===== src/rtl/core/sha_pkg.sv =====
`default_nettype none
package sha_pkg;
  localparam int unsigned BLOCK_WORDS = 16;
  localparam int unsigned ROUNDS = 64;
  localparam logic [7:0] PAD_BYTE = 8'h80;
  localparam logic [5:0] LENGTH_POS = 6'd56;

  typedef logic [31:0] word_t;

  localparam word_t ROUND_K [64] = '{
    32'h428a2f98,32'h71374491,32'hb5c0fbcf,32'he9b5dba5,32'h3956c25b,32'h59f111f1,32'h923f82a4,
    32'hab1c5ed5,32'hd807aa98,32'h12835b01,32'h243185be,32'h550c7dc3,32'h72be5d74,32'h80deb1fe,
    32'h9bdc06a7,32'hc19bf174,32'he49b69c1,32'hefbe4786,32'h0fc19dc6,32'h240ca1cc,32'h2de92c6f,
    32'h4a7484aa,32'h5cb0a9dc,32'h76f988da,32'h983e5152,32'ha831c66d,32'hb00327c8,32'hbf597fc7,
    32'hc6e00bf3,32'hd5a79147,32'h06ca6351,32'h14292967,32'h27b70a85,32'h2e1b2138,32'h4d2c6dfc,
    32'h53380d13,32'h650a7354,32'h766a0abb,32'h81c2c92e,32'h92722c85,32'ha2bfe8a1,32'ha81a664b,
    32'hc24b8b70,32'hc76c51a3,32'hd192e819,32'hd6990624,32'hf40e3585,32'h106aa070,32'h19a4c116,
    32'h1e376c08,32'h2748774c,32'h34b0bcb5,32'h391c0cb3,32'h4ed8aa4a,32'h5b9cca4f,32'h682e6ff3,
    32'h748f82ee,32'h78a5636f,32'h84c87814,32'h8cc70208,32'h90befffa,32'ha4506ceb,32'hbef9a3f7,
    32'hc67178f2};

  localparam word_t INITIAL_VALUE [8] = '{
    32'h6a09e667,32'hbb67ae85,32'h3c6ef372,32'ha54ff53a,
    32'h510e527f,32'h9b05688c,32'h1f83d9ab,32'h5be0cd19};

  typedef struct packed {
    logic start;
    logic load_iv;
  } comp_ctrl_t;
endpackage
`default_nettype wire


===== src/rtl/core/sha_if.sv =====
`default_nettype none
interface sha_in_if;
  logic       valid;
  logic       ready;
  logic [7:0] message_byte;
  logic       byte_present;
  logic       first_of_message;
  logic       last_of_message;
  modport source (output valid, message_byte, byte_present, first_of_message,
                  last_of_message, input ready);
  modport sink (input valid, message_byte, byte_present, first_of_message,
                last_of_message, output ready);
endinterface

interface sha_out_if;
  logic        valid;
  logic        ready;
  logic [31:0] digest_word;
  logic [2:0]  word_index;
  logic        last_word;
  modport source (output valid, digest_word, word_index, last_word, input ready);
  modport sink (input valid, digest_word, word_index, last_word, output ready);
endinterface
`default_nettype wire


===== src/rtl/core/sha_compress.sv =====
`default_nettype none
// One round per cycle; message schedule in a 16-word shift window.
module sha_compress (
  input  wire logic               clk,
  input  wire logic               rst,
  input  wire sha_pkg::comp_ctrl_t ctrl,
  input  wire logic [511:0]       block,
  output logic                    busy,
  output sha_pkg::word_t          hash [8]
);
  sha_pkg::word_t w [16];
  sha_pkg::word_t v [8];
  logic [5:0] round;
  sha_pkg::word_t s0, s1, wn, t1, t2, ch, maj, e, a;

  function automatic sha_pkg::word_t rotr(sha_pkg::word_t x, int n);
    return (x >> n) | (x << (32 - n));
  endfunction

  always_comb begin
    s0 = rotr(w[1], 7) ^ rotr(w[1], 18) ^ (w[1] >> 3);
    s1 = rotr(w[14], 17) ^ rotr(w[14], 19) ^ (w[14] >> 10);
    wn = s1 + w[9] + s0 + w[0];
    e = v[4];
    a = v[0];
    ch = (e & v[5]) ^ (~e & v[6]);
    maj = (a & v[1]) ^ (a & v[2]) ^ (v[1] & v[2]);
    t1 = v[7] + (rotr(e, 6) ^ rotr(e, 11) ^ rotr(e, 25)) + ch + sha_pkg::ROUND_K[round] + w[0];
    t2 = (rotr(a, 2) ^ rotr(a, 13) ^ rotr(a, 22)) + maj;
  end

  always_ff @(posedge clk) begin
    if (rst) begin
      busy <= 1'b0;
      round <= '0;
      for (int i = 0; i < 8; i++) hash[i] <= sha_pkg::INITIAL_VALUE[i];
    end else if (ctrl.load_iv) begin
      for (int i = 0; i < 8; i++) hash[i] <= sha_pkg::INITIAL_VALUE[i];
    end else if (ctrl.start && !busy) begin
      busy <= 1'b1;
      round <= '0;
      for (int i = 0; i < 16; i++) w[i] <= block[511 - 32*i -: 32];
      for (int i = 0; i < 8; i++) v[i] <= hash[i];
    end else if (busy) begin
      for (int i = 0; i < 15; i++) w[i] <= w[i+1];
      w[15] <= wn;
      v[7] <= v[6]; v[6] <= v[5]; v[5] <= v[4]; v[4] <= v[3] + t1;
      v[3] <= v[2]; v[2] <= v[1]; v[1] <= v[0]; v[0] <= t1 + t2;
      // round stays at 63 after the last round to mark the pending feed-forward
      if (round == 6'd63) busy <= 1'b0;
      else round <= round + 6'd1;
    end else if (round == 6'd63) begin
      // Feed-forward into the hash after the last round.
      for (int i = 0; i < 8; i++) hash[i] <= hash[i] + v[i];
      round <= '0;
    end
  end

  assert property (@(posedge clk) disable iff (rst) busy && round == 6'd63 |=> !busy);
  assert property (@(posedge clk) disable iff (rst) !busy && round != 6'd0 |=> round == 6'd0);
  assert property (@(posedge clk) disable iff (rst) ctrl.start && !busy && !ctrl.load_iv
                   |=> busy && round == 6'd0);
endmodule
`default_nettype wire


===== src/rtl/core/sha256_stream_hasher_top.sv =====
`default_nettype none
// SHA-256 hasher over a byte stream.
// Input channel: one transaction per message byte (byte_present) with first and
// last flags. A first flag restarts from the initial value; a last flag pads,
// finishes and produces eight output transactions, digest word 0 first, then
// restarts. A last transaction with no byte finishes what came so far.
// Byte transactions are taken one per handshake, except that the 64th byte of a block
// holds the input for the 64-round compression: not ready through start, 64 rounds
// and feed-forward, set by the single round unit (one round per cycle).
// A last transaction costs one or two compressions (two when the length needs a
// second block or when the last transaction also fills a block); the first digest
// word is valid once they are done, followed by the eight output transactions at
// one per cycle at best.
// Output: digest words stay in the output register while the receiver stalls;
// the input is not ready until all eight words are taken.
// Reset (rst, synchronous) loads the initial value and clears the byte and bit
// counts; the block buffer holds no defined data until written.
module sha256_stream_hasher_top (
  input wire logic clk,
  input wire logic rst,
  sha_in_if.sink   in_ch,
  sha_out_if.source out_ch
);
  typedef enum logic [6:0] {
    S_IDLE  = 7'b0000001,
    S_RUN   = 7'b0000010,
    S_WAIT  = 7'b0000100,
    S_PAD   = 7'b0001000,
    S_RUN2  = 7'b0010000,
    S_WAIT2 = 7'b0100000,
    S_OUT   = 7'b1000000
  } state_t;

  state_t state;
  sha_pkg::word_t buffer [16];   // block as big-endian words
  logic [5:0] fill;
  logic [5:0] wr_pos;            // byte slot of an incoming byte, after any restart
  logic [63:0] bit_count;
  logic finishing;          // a last flag is pending behind a compression
  logic second;             // the padded length block still follows
  logic [2:0] out_idx;
  logic [511:0] block;
  logic busy;
  sha_pkg::word_t hash [8];
  sha_pkg::comp_ctrl_t ctrl;
  logic accept;

  assign accept = in_ch.valid && in_ch.ready;
  assign in_ch.ready = (state == S_IDLE);
  assign wr_pos = in_ch.first_of_message ? 6'd0 : fill;

  always_comb begin
    for (int i = 0; i < 16; i++) block[511 - 32*i -: 32] = buffer[i];
  end

  always_comb begin
    ctrl.start = (state == S_RUN) || (state == S_RUN2);
    ctrl.load_iv = (accept && in_ch.first_of_message) ||
                   (state == S_OUT && out_ch.ready && out_idx == 3'd7);
  end

  sha_compress u_comp (.clk, .rst, .ctrl, .block, .busy, .hash);

  assign out_ch.valid = (state == S_OUT);
  assign out_ch.digest_word = hash[out_idx];
  assign out_ch.word_index = out_idx;
  assign out_ch.last_word = (out_idx == 3'd7);

  // Padding: 0x80 at fill, zeros after; length in the last eight bytes.
  always_ff @(posedge clk) begin
    if (accept && in_ch.byte_present)
      buffer[wr_pos[5:2]][5'd31 - {wr_pos[1:0], 3'b000} -: 8] <= in_ch.message_byte;
    if (state == S_PAD) begin
      for (int i = 0; i < 64; i++) begin
        if (second) begin
          if (i < 56) buffer[i >> 2][31 - 8*(i & 3) -: 8] <= 8'h00;
          else buffer[i >> 2][31 - 8*(i & 3) -: 8] <= bit_count[63 - 8*(i-56) -: 8];
        end else if (6'(i) == fill) begin
          buffer[i >> 2][31 - 8*(i & 3) -: 8] <= sha_pkg::PAD_BYTE;
        end else if (6'(i) > fill) begin
          buffer[i >> 2][31 - 8*(i & 3) -: 8] <= (i >= 56 && fill < sha_pkg::LENGTH_POS) ?
                       bit_count[63 - 8*(i-56) -: 8] : 8'h00;
        end
      end
    end
  end

  always_ff @(posedge clk) begin
    if (rst) begin
      state <= S_IDLE;
      fill <= '0;
      bit_count <= '0;
      finishing <= 1'b0;
      second <= 1'b0;
      out_idx <= '0;
    end else begin
      unique case (state)
        S_IDLE: if (accept) begin
          logic [5:0] f;
          logic [63:0] b;
          f = in_ch.first_of_message ? 6'd0 : fill;
          b = in_ch.first_of_message ? 64'd0 : bit_count;
          if (in_ch.byte_present) begin
            b = b + 64'd8;
            fill <= f + 6'd1;
            bit_count <= b;
            if (f == 6'd63) begin
              finishing <= in_ch.last_of_message;
              state <= S_RUN;
            end else if (in_ch.last_of_message) state <= S_PAD;
          end else begin
            fill <= f;
            bit_count <= b;
            if (in_ch.last_of_message) state <= S_PAD;
          end
        end
        S_RUN: state <= S_WAIT;
        S_WAIT: if (!busy && !ctrl.start) begin
          // feed-forward lands this cycle
          state <= finishing ? S_PAD : S_IDLE;
          finishing <= 1'b0;
        end
        S_PAD: begin
          if (!second && fill >= sha_pkg::LENGTH_POS) second <= 1'b1;
          else second <= 1'b0;
          state <= S_RUN2;
        end
        S_RUN2: state <= S_WAIT2;
        S_WAIT2: if (!busy) begin
          state <= second ? S_PAD : S_OUT;
          out_idx <= '0;
        end
        S_OUT: if (out_ch.ready) begin
          out_idx <= out_idx + 3'd1;
          if (out_idx == 3'd7) begin
            state <= S_IDLE;
            fill <= '0;
            bit_count <= '0;
          end
        end
        default: state <= S_IDLE;
      endcase
    end
  end

  assert property (@(posedge clk) disable iff (rst) out_ch.valid |-> !in_ch.ready);
  assert property (@(posedge clk) disable iff (rst)
                   state == S_OUT && out_ch.ready && out_idx == 3'd7 |=> state == S_IDLE);
  assert property (@(posedge clk) disable iff (rst) busy |-> !in_ch.ready);
endmodule
`default_nettype wire


===== src/flat_wrapper.sv =====
// flat-port wrapper written by rule: the top's interface ports become plain ports
module sha256_stream_hasher_top_flat 
  (clk, rst, in_ch_valid, in_ch_message_byte, in_ch_byte_present, in_ch_first_of_message, in_ch_last_of_message, in_ch_ready, out_ch_valid, out_ch_digest_word, out_ch_word_index, out_ch_last_word, out_ch_ready);
  sha_in_if in_ch_i ();
  sha_out_if out_ch_i ();
  input wire logic clk;
  input wire logic rst;
  input wire logic [$bits(in_ch_i.valid)-1:0] in_ch_valid;
  input wire logic [$bits(in_ch_i.message_byte)-1:0] in_ch_message_byte;
  input wire logic [$bits(in_ch_i.byte_present)-1:0] in_ch_byte_present;
  input wire logic [$bits(in_ch_i.first_of_message)-1:0] in_ch_first_of_message;
  input wire logic [$bits(in_ch_i.last_of_message)-1:0] in_ch_last_of_message;
  output wire logic [$bits(in_ch_i.ready)-1:0] in_ch_ready;
  output wire logic [$bits(out_ch_i.valid)-1:0] out_ch_valid;
  output wire logic [$bits(out_ch_i.digest_word)-1:0] out_ch_digest_word;
  output wire logic [$bits(out_ch_i.word_index)-1:0] out_ch_word_index;
  output wire logic [$bits(out_ch_i.last_word)-1:0] out_ch_last_word;
  input wire logic [$bits(out_ch_i.ready)-1:0] out_ch_ready;
  assign in_ch_i.valid = in_ch_valid;
  assign in_ch_i.message_byte = in_ch_message_byte;
  assign in_ch_i.byte_present = in_ch_byte_present;
  assign in_ch_i.first_of_message = in_ch_first_of_message;
  assign in_ch_i.last_of_message = in_ch_last_of_message;
  assign in_ch_ready = in_ch_i.ready;
  assign out_ch_valid = out_ch_i.valid;
  assign out_ch_digest_word = out_ch_i.digest_word;
  assign out_ch_word_index = out_ch_i.word_index;
  assign out_ch_last_word = out_ch_i.last_word;
  assign out_ch_i.ready = out_ch_ready;
  sha256_stream_hasher_top u_core (.clk(clk), .rst(rst), .in_ch(in_ch_i), .out_ch(out_ch_i));
endmodule

===== config.mk =====
export PLATFORM = sky130hd
export DESIGN_NAME = sha256_stream_hasher_top_flat
export DESIGN_NICKNAME = d
export VERILOG_FILES = /design/src/rtl/core/sha_pkg.sv /design/src/rtl/core/sha_if.sv /design/src/rtl/core/sha_compress.sv /design/src/rtl/core/sha256_stream_hasher_top.sv /design/src/flat_wrapper.sv
export SDC_FILE = /design/constraint.sdc
export NUM_CORES = 2
export LEC_CHECK = 0
export ABC_CLOCK_PERIOD_IN_PS = 92000
export BUFFER_PORTS_ARGS = -buffer_cell sky130_fd_sc_hd__buf_2
export CAP_MARGIN = 40
export CORE_ASPECT_RATIO = 2
export CORE_MARGIN = 8
export CORE_UTILIZATION = 40
export DETAILED_ROUTE_END_ITERATION = 16
export GPL_TIMING_DRIVEN = 0
export PLACE_DENSITY_LB_ADDON = 0.1
export SETUP_SLACK_MARGIN = 0.02
export SKIP_CTS_REPAIR_TIMING = 1
export SYNTH_ARGS = -nofsm -noshare
export SYNTH_HDL_FRONTEND = slang
export SYNTH_SLANG_ARGS = --single-unit
export TNS_END_PERCENT = 10

===== constraint.sdc =====
create_clock -name clk -period 92 [get_ports clk]
set_clock_uncertainty 0.15 [all_clocks]
set_input_delay 27.6 -clock clk [delete_from_list [all_inputs] [get_ports clk]]
set_output_delay 27.6 -clock clk [all_outputs]
set_load 0.02 [all_outputs]

==> results.yml <==
outcome:
  status: "completed"
grt:
  grt_usage_pct: 32.79
  overflow: 0
  grt_pass1_vias: 79670
  grt_max_degree: 31
  grt_pass1_wl_mm: 603.3
  antenna_found_initial: 25
synth:
  synth-seq-cells: 1622
  synth_mux_area_share_pct: 2.574
  synthFlopType: "edfxtp_1"
  synth_area_sq_um: 94930
  synth_top_family_by_area: "simple AND/OR/NAND/NOR gates"
  synthAdderAreaFrac_pct: 9.727
  yosysTopAreaCellShare_pct: 28.09
  yosys_warnings: 0
  synth_compound_area_share_pct: 14.43
  synth_edf_count: 888
  ys_seq_area_share_pct: 43.57
  synth-simple-area-share_pct: 20.46
  syn_avg_cell_area_sq_um: 8.653
  synth_common_cells: "nand2_1, nor2_1, a21oi_1, edfxtp_1, dfxtp_1"
  syn_nets: 11580
  synth-xor-area-share_pct: 5.230
  synth_most_common_cell: "nand2_1"
  synth_area_leaders: "edfxtp_1, dfxtp_1, nand2_1, ha_1, a21oi_1"
  ys_async_sr_fraction_pct: 0
  synthCells: 10970
  synth_cell_types: 95
  synth_top_area_cell: "edfxtp_1"
die:
  core_sq_um: 236800
  die_h_um: 704.9
  io_pins: 53
  dieArea_sq_um: 254100
  fp.dieW_um: 360.5
  std_cell_rows: 253
  initial_utilization_pct: 40.09
sta:
  drv_slew: 0
  hold_viol: 0
  period_share_pct: 35.44
  tightest_slew_ps: 1019
  rsz0062_at_grt: "false"
  tns_ps: 0
  finalSetupViolations: 0
  fmax_ghz: 0.03067
  maxSlewHeadroom_pct: 32.06
  layout_min_cycle_time_ps: 32610
clock_tree:
  cts_made_buffers: 169
  insertion_delay_ps: 900
  tritoncts: "yes"
  cts-root-buf: "clkbuf_16"
  clockBufferDepth: 4
  path_clk_slew_ps: 60
  cts.sinks: 1622
  htree_num_levels: 4
route:
  wl_per_cell_um: 29.59
  vias_per_cell: 5.832
  drt_iter0_markers: 9598
  via_count: 85300
  drtPass1Iterations: 6
  ant_nets: 0
  drc: 0
  wl_mm: 432.8
worst_setup_path:
  path_cells: "buf_1, buf_6, clkbuf_1, buf_8, clkbuf_1, mux4_2, mux2_2, buf_2"
  cp_num_cells: 8
  cp.arrival_ps: 4860
  crit_slowest_cell: "dfxtp_1"
  crit_top_cell: "clkbuf_1"
  max_stage_delay_ps: 870
  worst-path-max-fanout: 10
  worst_setup_path_start_kind: "flop"
  end_kind: "output port"
  required_ps: 64250
  cp_top_family: "buffers and inverters"
  path_buf_inv: 6
  reg2regPathDepth: 33
  worstSetupPathType: "flop to output port"
place:
  globalplace.congestion: 1.015
  portBuffers: 42
  dpl.hpwl_mm: 344.9
  dp_cells: 14310
cells_and_area:
  seqCellArea_sq_um: 41360
  final_nets: 12030
  multi_input_area_sq_um: 49810
  fin_cells: 14630
  syn2layout_area_growth_pct: 13.46
  fill_cells: 23520
  drive_gt1_share_pct: 6.986
pwr:
  fin_total_pwr_mw: 1.649
  total_leakage_power_nw: 43.63
  cellPowerDensity_nw_per_um2: 15.31
  ir_drop_uv: 19.23
hold_path:
  hp-class: "flop to flop"
  hold_path_depth: 2
flow_run:
  drv_cap: 0
cell families (layout without fill, tap and decap cells):
family                     Yosys count  in the layout
and+or+nand+nor                   4735           4735
AOI/OAI and AO/OA                 2279           2279
DFF                               1622           1622
buffers and inverters              986           1567
adders and majority gates          627            627
xor gates and xnor gates           566            566
muxes                              155            155
other                                0             14
worst reg2reg max path, delay by kind of cell (launching register included):
kind / cells / cell delay [ps]
fa+ha+maj: 4 / 1480
xor+xnor: 2 / 910
buf+inv: 6 / 2530
compound gates: 14 / 3970
flops: 1 / 450
simple gates: 7 / 2030
flip-flops by register name, summed over array words and instances (netlist names):
| name | flops |
|---|---|
| u_core.buffer | 512 |
| u_core.u_comp.w | 512 |
| u_core.u_comp.hash | 256 |
| u_core.u_comp.v | 256 |
| u_core.bit_count | 61 |
| u_core.state | 7 |
| u_core.fill | 6 |
| u_core.u_comp.round | 6 |
| u_core.out_ch.word_index | 3 |
| u_core.finishing | 1 |
| u_core.second | 1 |
| u_core.u_comp.busy | 1 |
metal layers:
layer | global-route usage [%] | routed length (um) | share of wire (%) | vias to the layer above
met5 | 0 | 49 | 0.011 | -
met4 | 18.71 | 30090 | 7.0 | 8
met3 | 5.459 | 36400 | 8.4 | 940
met2 | 49.79 | 186700 | 43 | 4109
met1 | 44.21 | 179600 | 41 | 41750
li1 | - | - | - | 38490
metrics by stage:
step | worst slack, ps | utilization, % | cell area [sq um] | hold WS [ps]
finish | 59390 | 45.49 | 107700 | 333.8
global route | 59310 | 45.48 | 107700 | 350.0
CTS | 59330 | 45.46 | 107600 | 331.1
detailed placement | 59070 | 43.11 | 102100 | 321.7
global placement | 6258 | 41.80 | 98970 | 314.1
floorplan | 29270 | - | 94930 | 290.5
power by group:
group | switching (mW) | leakage, nW | internal (mW)
Clock | 0.323 | 2.74 | 0.404
Sequential | 0.00344 | 13.9 | 0.765
Combinational | 0.105 | 27.0 | 0.0490
Total | 0.431 | 43.6 | 1.22
cell usage in the layout, fill, tap and decap left out, types with 67 or more instances in the layout:
master        n
buf_6        72
clkbuf_1    497
inv_1       379
xnor2_1     405
o211ai_1     94
buf_2       155
nor2b_1      79
nor2_1     1197
edfxtp_1    888
o21ai_0     483
nand2b_1     91
fa_1        195
dfxtp_1     734
a21oi_1     960
a21o_1      182
nor3_1      118
mux4_2       67
xor2_1      160
ha_1        402
nand2_1    2800
nand3_1     165
clkbuf_16   177
final timing paths:
check	end	start	slack, ps
max	out_ch_digest_word[19]	u_core.out_ch.word_index[0]$_SDFFE_PP0P_	59390
min	u_core.buffer[9][10]$_SDFFE_PP0P_	u_core.buffer[9][10]$_SDFFE_PP0P_	330
max reg2reg	u_core.u_comp.v[1][31]$_DFFE_PP_	u_core.u_comp.round[0]$_SDFFE_PP0P_	80250
min reg2reg	u_core.buffer[9][10]$_SDFFE_PP0P_	u_core.buffer[9][10]$_SDFFE_PP0P_	330
layout make-up:
type	count	share of cell area [%]
Clock inverter	66	0.6482
Antenna cell	14	0.03253
Inverter	384	1.338
Sequential cell	1622	38.40
Tap cell	3060	3.555
Clock buffer	235	4.510
Buffer	602	2.214
Multi-Input combinational cell	8362	46.24
Timing Repair Buffer	280	3.058
Note: power is estimated with default switching activity, not from simulation.
